File: src/sv/rhc_pkg.sv
// Shared types, constants and the division step function of the RGB to HSV converter.
`timescale 1ns / 1ps

package rhc_pkg;

	localparam int CHAN_W          = 8;
	localparam int HUE_W           = 16;
	localparam int SAT_W           = 16;
	localparam int FRACTION_BITS   = 16;
	// Six times the largest chroma is 1530, which needs eleven bits.
	localparam int NUM_W           = 11;
	localparam int BITS_PER_STAGE  = 4;
	localparam int DIV_STAGES      = (FRACTION_BITS + BITS_PER_STAGE - 1) / BITS_PER_STAGE;
	// Front stage, setup stage, division stages and the output register.
	localparam int NUM_STAGES      = DIV_STAGES + 3;

	typedef struct packed {
		logic [CHAN_W-1:0] red;
		logic [CHAN_W-1:0] green;
		logic [CHAN_W-1:0] blue;
	} pixel_t;

	typedef struct packed {
		logic [HUE_W-1:0]  hue;
		logic [SAT_W-1:0]  saturation;
		logic [CHAN_W-1:0] brightness;
		logic              hue_defined;
	} hsv_t;

	typedef enum logic [1:0] {
		SEL_RED,
		SEL_GREEN,
		SEL_BLUE
	} max_sel_t;

	typedef struct packed {
		logic [CHAN_W-1:0] red;
		logic [CHAN_W-1:0] green;
		logic [CHAN_W-1:0] blue;
		logic [CHAN_W-1:0] max_val;
		logic [CHAN_W-1:0] min_val;
		max_sel_t          max_sel;
	} prep_t;

	typedef struct packed {
		logic [NUM_W-1:0]         hue_rem;
		logic [NUM_W-1:0]         hue_div;
		logic [FRACTION_BITS-1:0] hue_q;
		logic [CHAN_W-1:0]        sat_rem;
		logic [CHAN_W-1:0]        sat_div;
		logic [FRACTION_BITS-1:0] sat_q;
		logic [CHAN_W-1:0]        brightness;
		logic                     grey;
		logic                     black;
		logic                     full;
	} div_t;

	// Up to BITS_PER_STAGE restoring division steps for both quotients.
	// Quotient bit first_bit + i is produced only while it lies inside the fraction.
	function automatic div_t div_step(input div_t x, input int unsigned first_bit);
		div_t              y;
		logic [NUM_W:0]    ht;
		logic [CHAN_W:0]   st;
		logic              hb;
		logic              sb;
		y = x;
		for (int i = 0; i < BITS_PER_STAGE; i++) begin
			if (first_bit + i < FRACTION_BITS) begin
				ht = {y.hue_rem, 1'b0};
				hb = (ht >= {1'b0, y.hue_div});
				if (hb) begin
					y.hue_rem = NUM_W'(ht - {1'b0, y.hue_div});
				end else begin
					y.hue_rem = NUM_W'(ht);
				end
				y.hue_q = {y.hue_q[FRACTION_BITS-2:0], hb};

				st = {y.sat_rem, 1'b0};
				sb = (st >= {1'b0, y.sat_div});
				if (sb) begin
					y.sat_rem = CHAN_W'(st - {1'b0, y.sat_div});
				end else begin
					y.sat_rem = CHAN_W'(st);
				end
				y.sat_q = {y.sat_q[FRACTION_BITS-2:0], sb};
			end
		end
		return y;
	endfunction

endpackage

File: src/sv/rgb_to_hsv_converter.sv
// Top level of the pipelined RGB to HSV converter.
`timescale 1ns / 1ps

// Channel   Direction   Payload                                   Handshake
// pixel     in          red, green, blue (8 bits each)            pixel_valid / pixel_ready
// hsv       out         hue, saturation, brightness, hue_defined  hsv_valid / hsv_ready
//
// One pixel is taken per clock cycle while pixel_ready is high. Each result passes through
// the stages (at 16 fraction bits): one stage finds the largest and smallest channel,
// one forms chroma, the hue numerator and the divisors, four stages run the long division
// at four quotient bits each, and one stage formats the result into the output register.
// Reset clears only the valid bit of each stage; the data registers are left as they are.
// When hsv_ready is low the output register holds its result, bubbles in the stages behind
// it close up, and only when every stage is full does pixel_ready drop.
module rgb_to_hsv_converter (
	input  logic          clk,
	input  logic          arst_n,
	input  logic          pixel_valid,
	output logic          pixel_ready,
	input  rhc_pkg::pixel_t pixel,
	output logic          hsv_valid,
	input  logic          hsv_ready,
	output rhc_pkg::hsv_t hsv
);
	import rhc_pkg::*;

	localparam int LAST = NUM_STAGES - 1;

	logic [NUM_STAGES-1:0] valid_sn;
	logic [NUM_STAGES-1:0] rdy;

	prep_t prep_s1;
	div_t  div_s2;
	div_t  iter_sn [DIV_STAGES];
	hsv_t  hsv_s_last;

	prep_t prep_nxt;
	div_t  setup_nxt;
	hsv_t  fmt_nxt;

	// A stage may load when it is empty or when the stage after it is loading too.
	always_comb begin
		rdy[LAST] = !valid_sn[LAST] || hsv_ready;
		for (int k = LAST - 1; k >= 0; k--) begin
			rdy[k] = !valid_sn[k] || rdy[k+1];
		end
	end

	assign pixel_ready = rdy[0];
	assign hsv_valid   = valid_sn[LAST];
	assign hsv         = hsv_s_last;

	always_ff @(posedge clk or negedge arst_n) begin
		if (!arst_n) begin
			valid_sn <= '0;
		end else begin
			if (rdy[0]) begin
				valid_sn[0] <= pixel_valid;
			end
			for (int k = 1; k < NUM_STAGES; k++) begin
				if (rdy[k]) begin
					valid_sn[k] <= valid_sn[k-1];
				end
			end
		end
	end

	// Stage 1: largest and smallest channel. Ties go to red, then to green.
	always_comb begin
		prep_nxt.red   = pixel.red;
		prep_nxt.green = pixel.green;
		prep_nxt.blue  = pixel.blue;
		if (pixel.red >= pixel.green && pixel.red >= pixel.blue) begin
			prep_nxt.max_sel = SEL_RED;
			prep_nxt.max_val = pixel.red;
		end else if (pixel.green >= pixel.blue) begin
			prep_nxt.max_sel = SEL_GREEN;
			prep_nxt.max_val = pixel.green;
		end else begin
			prep_nxt.max_sel = SEL_BLUE;
			prep_nxt.max_val = pixel.blue;
		end
		if (pixel.red <= pixel.green && pixel.red <= pixel.blue) begin
			prep_nxt.min_val = pixel.red;
		end else if (pixel.green <= pixel.blue) begin
			prep_nxt.min_val = pixel.green;
		end else begin
			prep_nxt.min_val = pixel.blue;
		end
	end

	always_ff @(posedge clk) begin
		if (rdy[0]) begin
			prep_s1 <= prep_nxt;
		end
	end

	// Stage 2: chroma, hue numerator base*d + num and the two divisors. For nonzero d the
	// numerator is below 6*d and d is at most the largest channel, so neither remainder starts above its divisor.
	always_comb begin
		logic [CHAN_W-1:0] d;
		logic [NUM_W-1:0]  d2;
		logic [NUM_W-1:0]  d4;
		d  = prep_s1.max_val - prep_s1.min_val;
		d2 = NUM_W'({d, 1'b0});
		d4 = NUM_W'({d, 2'b00});

		case (prep_s1.max_sel)
			SEL_RED: begin
				if (prep_s1.green >= prep_s1.blue) begin
					setup_nxt.hue_rem = NUM_W'(prep_s1.green - prep_s1.blue);
				end else begin
					setup_nxt.hue_rem = d4 + d2 - NUM_W'(prep_s1.blue - prep_s1.green);
				end
			end
			SEL_GREEN: begin
				setup_nxt.hue_rem = d2 + NUM_W'(prep_s1.blue) - NUM_W'(prep_s1.red);
			end
			default: begin
				setup_nxt.hue_rem = d4 + NUM_W'(prep_s1.red) - NUM_W'(prep_s1.green);
			end
		endcase

		setup_nxt.hue_div    = d4 + d2;
		setup_nxt.hue_q      = '0;
		setup_nxt.sat_rem    = d;
		setup_nxt.sat_div    = prep_s1.max_val;
		setup_nxt.sat_q      = '0;
		setup_nxt.brightness = prep_s1.max_val;
		setup_nxt.grey       = (d == '0);
		setup_nxt.black      = (prep_s1.max_val == '0);
		setup_nxt.full       = (d == prep_s1.max_val);
	end

	always_ff @(posedge clk) begin
		if (rdy[1]) begin
			div_s2 <= setup_nxt;
		end
	end

	// Division stages: each produces the next few quotient bits of hue and saturation.
	for (genvar k = 0; k < DIV_STAGES; k++) begin : g_div
		div_t stage_in;

		if (k == 0) begin : g_first
			assign stage_in = div_s2;
		end else begin : g_rest
			assign stage_in = iter_sn[k-1];
		end

		always_ff @(posedge clk) begin
			if (rdy[k+2]) begin
				iter_sn[k] <= div_step(stage_in, k * BITS_PER_STAGE);
			end
		end
	end

	// Output formatting. A black pixel has no division for saturation, and full chroma
	// would give one whole unit, which saturates to all ones.
	always_comb begin
		div_t last;
		last = iter_sn[DIV_STAGES-1];
		fmt_nxt.hue         = last.grey ? '0 : HUE_W'(last.hue_q);
		if (last.black) begin
			fmt_nxt.saturation = '0;
		end else if (last.full) begin
			fmt_nxt.saturation = SAT_W'({FRACTION_BITS{1'b1}});
		end else begin
			fmt_nxt.saturation = SAT_W'(last.sat_q);
		end
		fmt_nxt.brightness  = last.brightness;
		fmt_nxt.hue_defined = !last.grey;
	end

	always_ff @(posedge clk) begin
		if (rdy[LAST]) begin
			hsv_s_last <= fmt_nxt;
		end
	end

endmodule

File: config.mk
export PLATFORM = sky130hd
export DESIGN_NAME = rgb_to_hsv_converter
export DESIGN_NICKNAME = d
export VERILOG_FILES = /design/src/sv/rhc_pkg.sv /design/src/sv/rgb_to_hsv_converter.sv
export SDC_FILE = /design/constraint.sdc
export NUM_CORES = 1
export LEC_CHECK = 0
export ABC_CLOCK_PERIOD_IN_PS = 9600
export BUFFER_PORTS_ARGS = -buffer_cell sky130_fd_sc_hd__buf_2
export CORE_MARGIN = 3
export CORE_UTILIZATION = 45
export CTS_CLUSTER_SIZE = 12
export DETAILED_ROUTE_END_ITERATION = 10
export PLACE_DENSITY_LB_ADDON = 0.1
export SKIP_LAST_GASP = 1
export SYNTH_ARGS = -nofsm -noshare
export SYNTH_HDL_FRONTEND = slang
export SYNTH_SLANG_ARGS = --single-unit
File: constraint.sdc
create_clock -name clk -period 9.6 [get_ports clk]
set_clock_uncertainty 0.1 [all_clocks]
set_input_delay 0.48 -clock clk [delete_from_list [all_inputs] [get_ports clk]]
set_output_delay 0.48 -clock clk [all_outputs]
set_load 0.005 [all_outputs]
==> impl_metrics.ini, run 1 <==
[sta]
final_max_slew_viol_count = 0
max-slew-margin-rel_pct = 20.4
max_slew.worst_pin.slew_ns = 1.19
fmax_mhz = 109
period_needed_ns = 9.18
rsz0062_at_grt = false
hold_viol = 0
whs_ns = 0.0484
setup_viol_count_final = 0
fin_crit_sh_pct = 95.6
setup_tns_ns = 0

[floorplanning]
num_rows = 91
io_pins = 71
die_area_um2 = 66200
initial_core_util_pct = 45.8
core_area_um2 = 62100
die_h_um = 257
die_w_um = 257

[cells_and_area]
syn2layout_area_growth_pct = 10.7
stdcell_count = 3928
fillers = 5630
ff_latch_area_um2 = 10100
antennaDiodeCount = 0
final_nets = 3475
multi_input_area_um2 = 17300
drive_above_1_share_pct = 11.2

[worst_setup_path]
critPathBufInv = 2
slowest_delay_ns = 0.43
crit_cells = 34
reg2reg_to = iter_sn[0][79]$_DFFE_PP_
crit_family = compound AO/OA/AOI/OAI gates
cp-end-kind = register
path_class = reg -> reg
rr_worst_depth = 34
worst_path_max_delay_cell = edfxtp_1
r2r_start = div_s2[62]$_DFFE_PP_
r2r_setup_slack_ns = 0.42
critPathMostFrequentCell = ha_1
crit_required_ns = 9.78
cp.arrival_ns = 9.36
worstPathMaxFanout = 9
critPathLaunchType = register

[routing]
dr.pass1.iters = 5
routedWlPerCell_um = 18.3
routed-via-count = 22300
wl_um = 71900
vias_per_cell = 5.68
drcViolationCount = 0
postRouteAntennaNets = 0
first_iter_violations = 1454

[clock_tree]
clk_path_buf_depth = 3
cts_tree = built
clock_latency_ns = 0.56
clk_pin_slew_ns = 0.06
clockRootBuffer = clkbuf_16
h-tree-depth = 2
clock-sinks = 337
numCtsBuffers = 41

[logic_synthesis]
ys.flop_type = edfxtp_1
synth_seq_cells = 337
synth-edff-count = 330
ys_types = 87
yosysSeqAreaShare_pct = 35.5
yosysWarnings = 0
syn_inst = 2937
async_reset_ff_share_pct = 2.08
avgSynthCellArea_um2 = 9.67
synthesis.nets = 3349
netlist_area_um2 = 28400

[global_route]
gr-usage-met1_pct = 29.0
grt_pass1_wl_um = 116000
antenna_found_initial = 0
grt_overflow = 0
grt.busiest_layer = met2
groute.layer.met2.usage_pct = 36.1
grt_pass1_vias = 22100
grt_max_degree = 49
gr-usage-all-layers_pct = 21.4
grtUsageMet3_pct = 2.79

[min_path]
min-delay-start = pixel[2]
hold_end = prep_s1[20]$_DFFE_PP_
hold_class = in -> reg
hold_depth = 1

[placement]
numPortBuffers = 70
dp_hpwl_um = 56300
dp.cells = 3849
gp_congestion = 0.912

[run]
maxCapViolCount = 0

[status]
outcome = completed
[synthesized netlist by cell type, types with 7 or more instances]
library cell	number	share of area, %
ha_1	355	16
edfxtp_1	330	35
nor2_1	277	3.7
inv_1	246	3.2
a21oi_1	230	4.1
o21ai_0	165	2.9
nand2_1	149	2.0
xnor2_1	129	4.0
a21o_1	93	2.5
mux2_2	88	3.5
nor2b_1	75	1.7
xor2_1	72	2.2
o21a_1	62	1.6
nor3_1	60	1.1
nand2b_1	51	1.1
clkbuf_1	37	0.49
nand3_1	33	0.58
mux2i_1	32	1.1
nand4_1	30	0.66
fa_1	29	2.0
o21bai_1	29	0.77
o31ai_1	28	0.74
a211oi_1	23	0.61
or2_2	23	0.51
a21boi_0	19	0.50
o211ai_1	18	0.48
and3_1	17	0.37
or3_1	17	0.37
o221ai_1	16	0.49
a31oi_1	15	0.33
and4_1	15	0.46
and2_1	12	0.26
o31a_1	10	0.31
nor4_1	8	0.18
dfrtp_1	7	0.62
nor3b_1	7	0.18
o21ai_1	7	0.12
o22ai_1	7	0.15
o41ai_1	7	0.22
[cell families (layout without fill, tap and decap cells)]
family	after synthesis	count (layout)	share of synthesized area, %
compound gates	795	795	18.1
xor+xnor	201	201	6.20
fa+ha+maj	384	384	17.7
buf+inv	298	452	4.00
flops	337	337	35.5
mux	122	122	4.73
simple gates	800	800	13.8
[cell type report]
class	count	area share, %
clock buffers	52	3.53
clock inverters	19	0.589
inverters	253	3.04
multi-input cells	2302	54.9
flip-flops and latches	337	32.1
well taps	837	3.33
repair buffers	128	2.55
[stage by stage]
stage | util [%] | cell area (µm²) | worst slack, ns
finish | 50.7 | 31400 | 0.423
global route | 50.7 | 31400 | 0.0172
CTS | 50.5 | 31300 | 0.114
detailed placement | 48.4 | 30000 | 0.0140
global placement | 48.4 | 30000 | 0.117
floorplan | - | 28400 | 1.00
[routing by layer]
layer	routed length, µm	up-vias
li1	-	11000
met1	33200	10600
met2	33600	582
met3	3530	110
met4	1620	0
met5	0	-
[timing repair]
item,4_1_cts,5_1_grt
hold endpoints to repair,7,0
resized for setup,1,12
buffers inserted,0,7
endpoints found under the setup margin,8,37
hold buffers,1,0
pin swaps,0,2
[worst max-delay path by stage]
stage	from	endpoint	slack, ns
3_5_place_dp	div_s2[64]$_DFFE_PP_	iter_sn[0][80]$_DFFE_PP_	0.01
2_1_floorplan	iter_sn[0][61]$_DFFE_PP_	iter_sn[1][75]$_DFFE_PP_	1.00
4_1_cts	div_s2[64]$_DFFE_PP_	iter_sn[0][80]$_DFFE_PP_	0.11
6_report	div_s2[62]$_DFFE_PP_	iter_sn[0][79]$_DFFE_PP_	0.42
3_3_place_gp	div_s2[64]$_DFFE_PP_	iter_sn[0][80]$_DFFE_PP_	0.12
5_1_grt	div_s2[62]$_DFFE_PP_	iter_sn[0][80]$_DFFE_PP_	0.02
[cell usage in the layout, fill, tap and decap left out, types with 10 or more instances in the layout]
cell type  Yosys  routed
o31a_1        10      10
fa_1          29      29
a21boi_0      19      19
a21o_1        93      92
o21ai_0      165     164
o211ai_1      18      18
edfxtp_1     330     330
a211oi_1      23      22
xnor2_1      129     129
a31oi_1       15      15
and4_1        15      15
xor2_1        72      72
o31ai_1       28      28
a21oi_1      230     228
nor2b_1       75      75
nor2_1       277     276
nand2b_1      51      51
inv_1        246     242
mux2_2        88      88
nand3_1       33      31
o221ai_1      16      16
mux2i_1       32      32
or3_1         17      17
ha_1         355     355
clkbuf_16      0      42
or2_2         23      23
o21bai_1      29      29
o21a_1        62      61
and2_1        12      12
nand4_1       30      30
buf_2          4      70
nor3_1        60      60
buf_4          1      56
nand2_1      149     146
and3_1        17      17
[flip-flops by register name, summed over array words and instances, names as in the netlist]
| signal | cells |
|---|---|
| valid_sn | 7 |
| iter_sn | 208 |
| hsv | 41 |
| div_s2 | 39 |
| prep_s1 | 42 |
Power of run 1 is left out: the tool's default activity adds up to more than one toggle a clock period on the data nets, which glitch-free logic cannot reach.
==> run 2, diff against run 1 <==
--- a/config.mk
+++ b/config.mk
@@ -5,7 +5,7 @@
 export SDC_FILE = /design/constraint.sdc
 export NUM_CORES = 1
 export LEC_CHECK = 0
-export ABC_CLOCK_PERIOD_IN_PS = 9600
+export ABC_CLOCK_PERIOD_IN_PS = 9800
 export BUFFER_PORTS_ARGS = -buffer_cell sky130_fd_sc_hd__buf_2
 export CORE_MARGIN = 3
 export CORE_UTILIZATION = 45
==> constraint.sdc (replaced) <==
create_clock -name clk -period 9.8 [get_ports clk]
set_clock_uncertainty 0.1 [all_clocks]
set_input_delay 0.49 -clock clk [delete_from_list [all_inputs] [get_ports clk]]
set_output_delay 0.49 -clock clk [all_outputs]
set_load 0.005 [all_outputs]
==> impl_metrics.ini, run 2 (synthesis gave the netlist of run 1 again) <==
[global_route]
grt_pass1_wl_um = 114000
gr-usage-all-layers_pct = 21.1
grt_overflow = 0
antenna_found_initial = 1
grt_max_degree = 49
grt_pass1_vias = 21800

[routing]
routed-via-count = 22400
vias_per_cell = 5.71
postRouteAntennaNets = 0
dr.pass1.iters = 5
drcViolationCount = 0
first_iter_violations = 1565
routedWlPerCell_um = 18.3
wl_um = 71800

[cells_and_area]
stdcell_count = 3919
final_common_cell = ha_1
drive_above_1_share_pct = 10.9
largest-register = iter_sn
largest_register_ffs = 208
final_nets = 3468
final_cell_mix = ha_1 (355), edfxtp_1 (330), nor2_1 (277)
fillers = 5680
syn2layout_area_growth_pct = 10.5
antennaDiodeCount = 0

[sta]
max_slew.worst_pin.slew_ns = 1.15
whs_ns = 0.0578
rsz0062_at_grt = false
max-slew-margin-rel_pct = 22.5
fin_crit_sh_pct = 93.9
final_max_slew_viol_count = 0
hold_viol = 0
setup_viol_count_final = 0
setup_tns_ns = 0
setup_slack_ns = 0.593
fmax_mhz = 109
period_needed_ns = 9.21

[worst_setup_path]
crit_required_ns = 10.01
critPathLaunchType = register
slowest_delay_ns = 0.48
path_class = reg -> reg
cp.arrival_ns = 9.42
worstPathMaxFanout = 10
cp-end-kind = register
worst_path_max_delay_cell = or3b_2

[placement]
place_ws_ns = 0.354
dp.cells = 3844
gp_congestion = 0.890
numPortBuffers = 70
dp_hpwl_um = 55900

[status]
outcome = completed

[floorplanning]
core_area_um2 = 62100
num_rows = 91
die_area_um2 = 66200
die_h_um = 257
io_pins = 71
die_w_um = 257
initial_core_util_pct = 45.8

[clock_tree]
numCtsBuffers = 41
clockRootBuffer = clkbuf_16
clk_path_buf_depth = 3
clock_latency_ns = 0.56
cts_tree = built
h-tree-depth = 2
clk_pin_slew_ns = 0.06
clock-sinks = 337

[min_path]
hold_class = in -> reg

[run]
maxCapViolCount = 0
==> run 2: changes by cell type in the layout (fill, tap and decap cells not counted), sizes merged <==
cell,change
inv,+2
clkbuf,-3
clkinvlp,-2
buf,-7
bufinv,+1
==> run 2: final timing paths <==
check | startpoint | endpoint | slack [ns] | cells after the start
max in group asynchronous | arst_n | valid_sn[0]$_DFFE_PN0P_ | 9.15 | 2
worst max-delay path | div_s2[4]$_DFFE_PP_ | iter_sn[0][37]$_DFFE_PP_ | 0.59 | 35
worst min-delay path | pixel[2] | prep_s1[20]$_DFFE_PP_ | 0.06 | 1
min in group asynchronous | arst_n | valid_sn[6]$_DFFE_PN0P_ | 0.23 | 2
worst max register to register | div_s2[4]$_DFFE_PP_ | iter_sn[0][37]$_DFFE_PP_ | 0.59 | 35
worst min register to register | iter_sn[2][18]$_DFFE_PP_ | iter_sn[3][22]$_DFFE_PP_ | 0.32 | 0
==> run 2: layout make-up <==
class	instances	area (µm²)	area share, %
well taps	837	1050	3.34
multi-input cells	2302	17300	55.0
inverters	253	956	3.05
flip-flops and latches	337	10100	32.1
clock buffers	49	1090	3.46
repair buffers	121	736	2.34
clock inverters	20	201	0.642
==> run 2: stage by stage <==
stage,cell area [µm²],util (%)
2_1_floorplan,28400,-
3_3_place_gp,30000,48.3
3_5_place_dp,30000,48.3
4_1_cts,31300,50.4
5_1_grt,31400,50.6
6_report,31400,50.6
==> run 2: metal layers <==
layer  track usage (%)  share of wire (%)  vias up
met5                 0                  0        -
met4              6.77                2.7        0
met3              2.63                4.8      133
met2              34.7                 46      576
met1              29.0                 47    10700
li1                  -                  -    11000
==> run 2: worst max-delay path, delay by kind of cell, from the launching register on <==
kind / cells / cell delay, ns
AO/OA/AOI/OAI: 22 / 4.85
adder cells (fa/ha/maj): 4 / 1.27
multiplexers: 3 / 0.89
flip-flops: 1 / 0.41
AND/OR/NAND/NOR: 4 / 0.97
buffers and inverters: 2 / 0.48
==> run 2: timing repair <==
action                     in CTS  in global routing
hold buffers                    1                  0
setup endpoints to repair       0                 40
resized for setup               0                 14
buffers inserted                0                  5
hold endpoints to repair        7                  0
Power of run 2 is left out for the same reason.
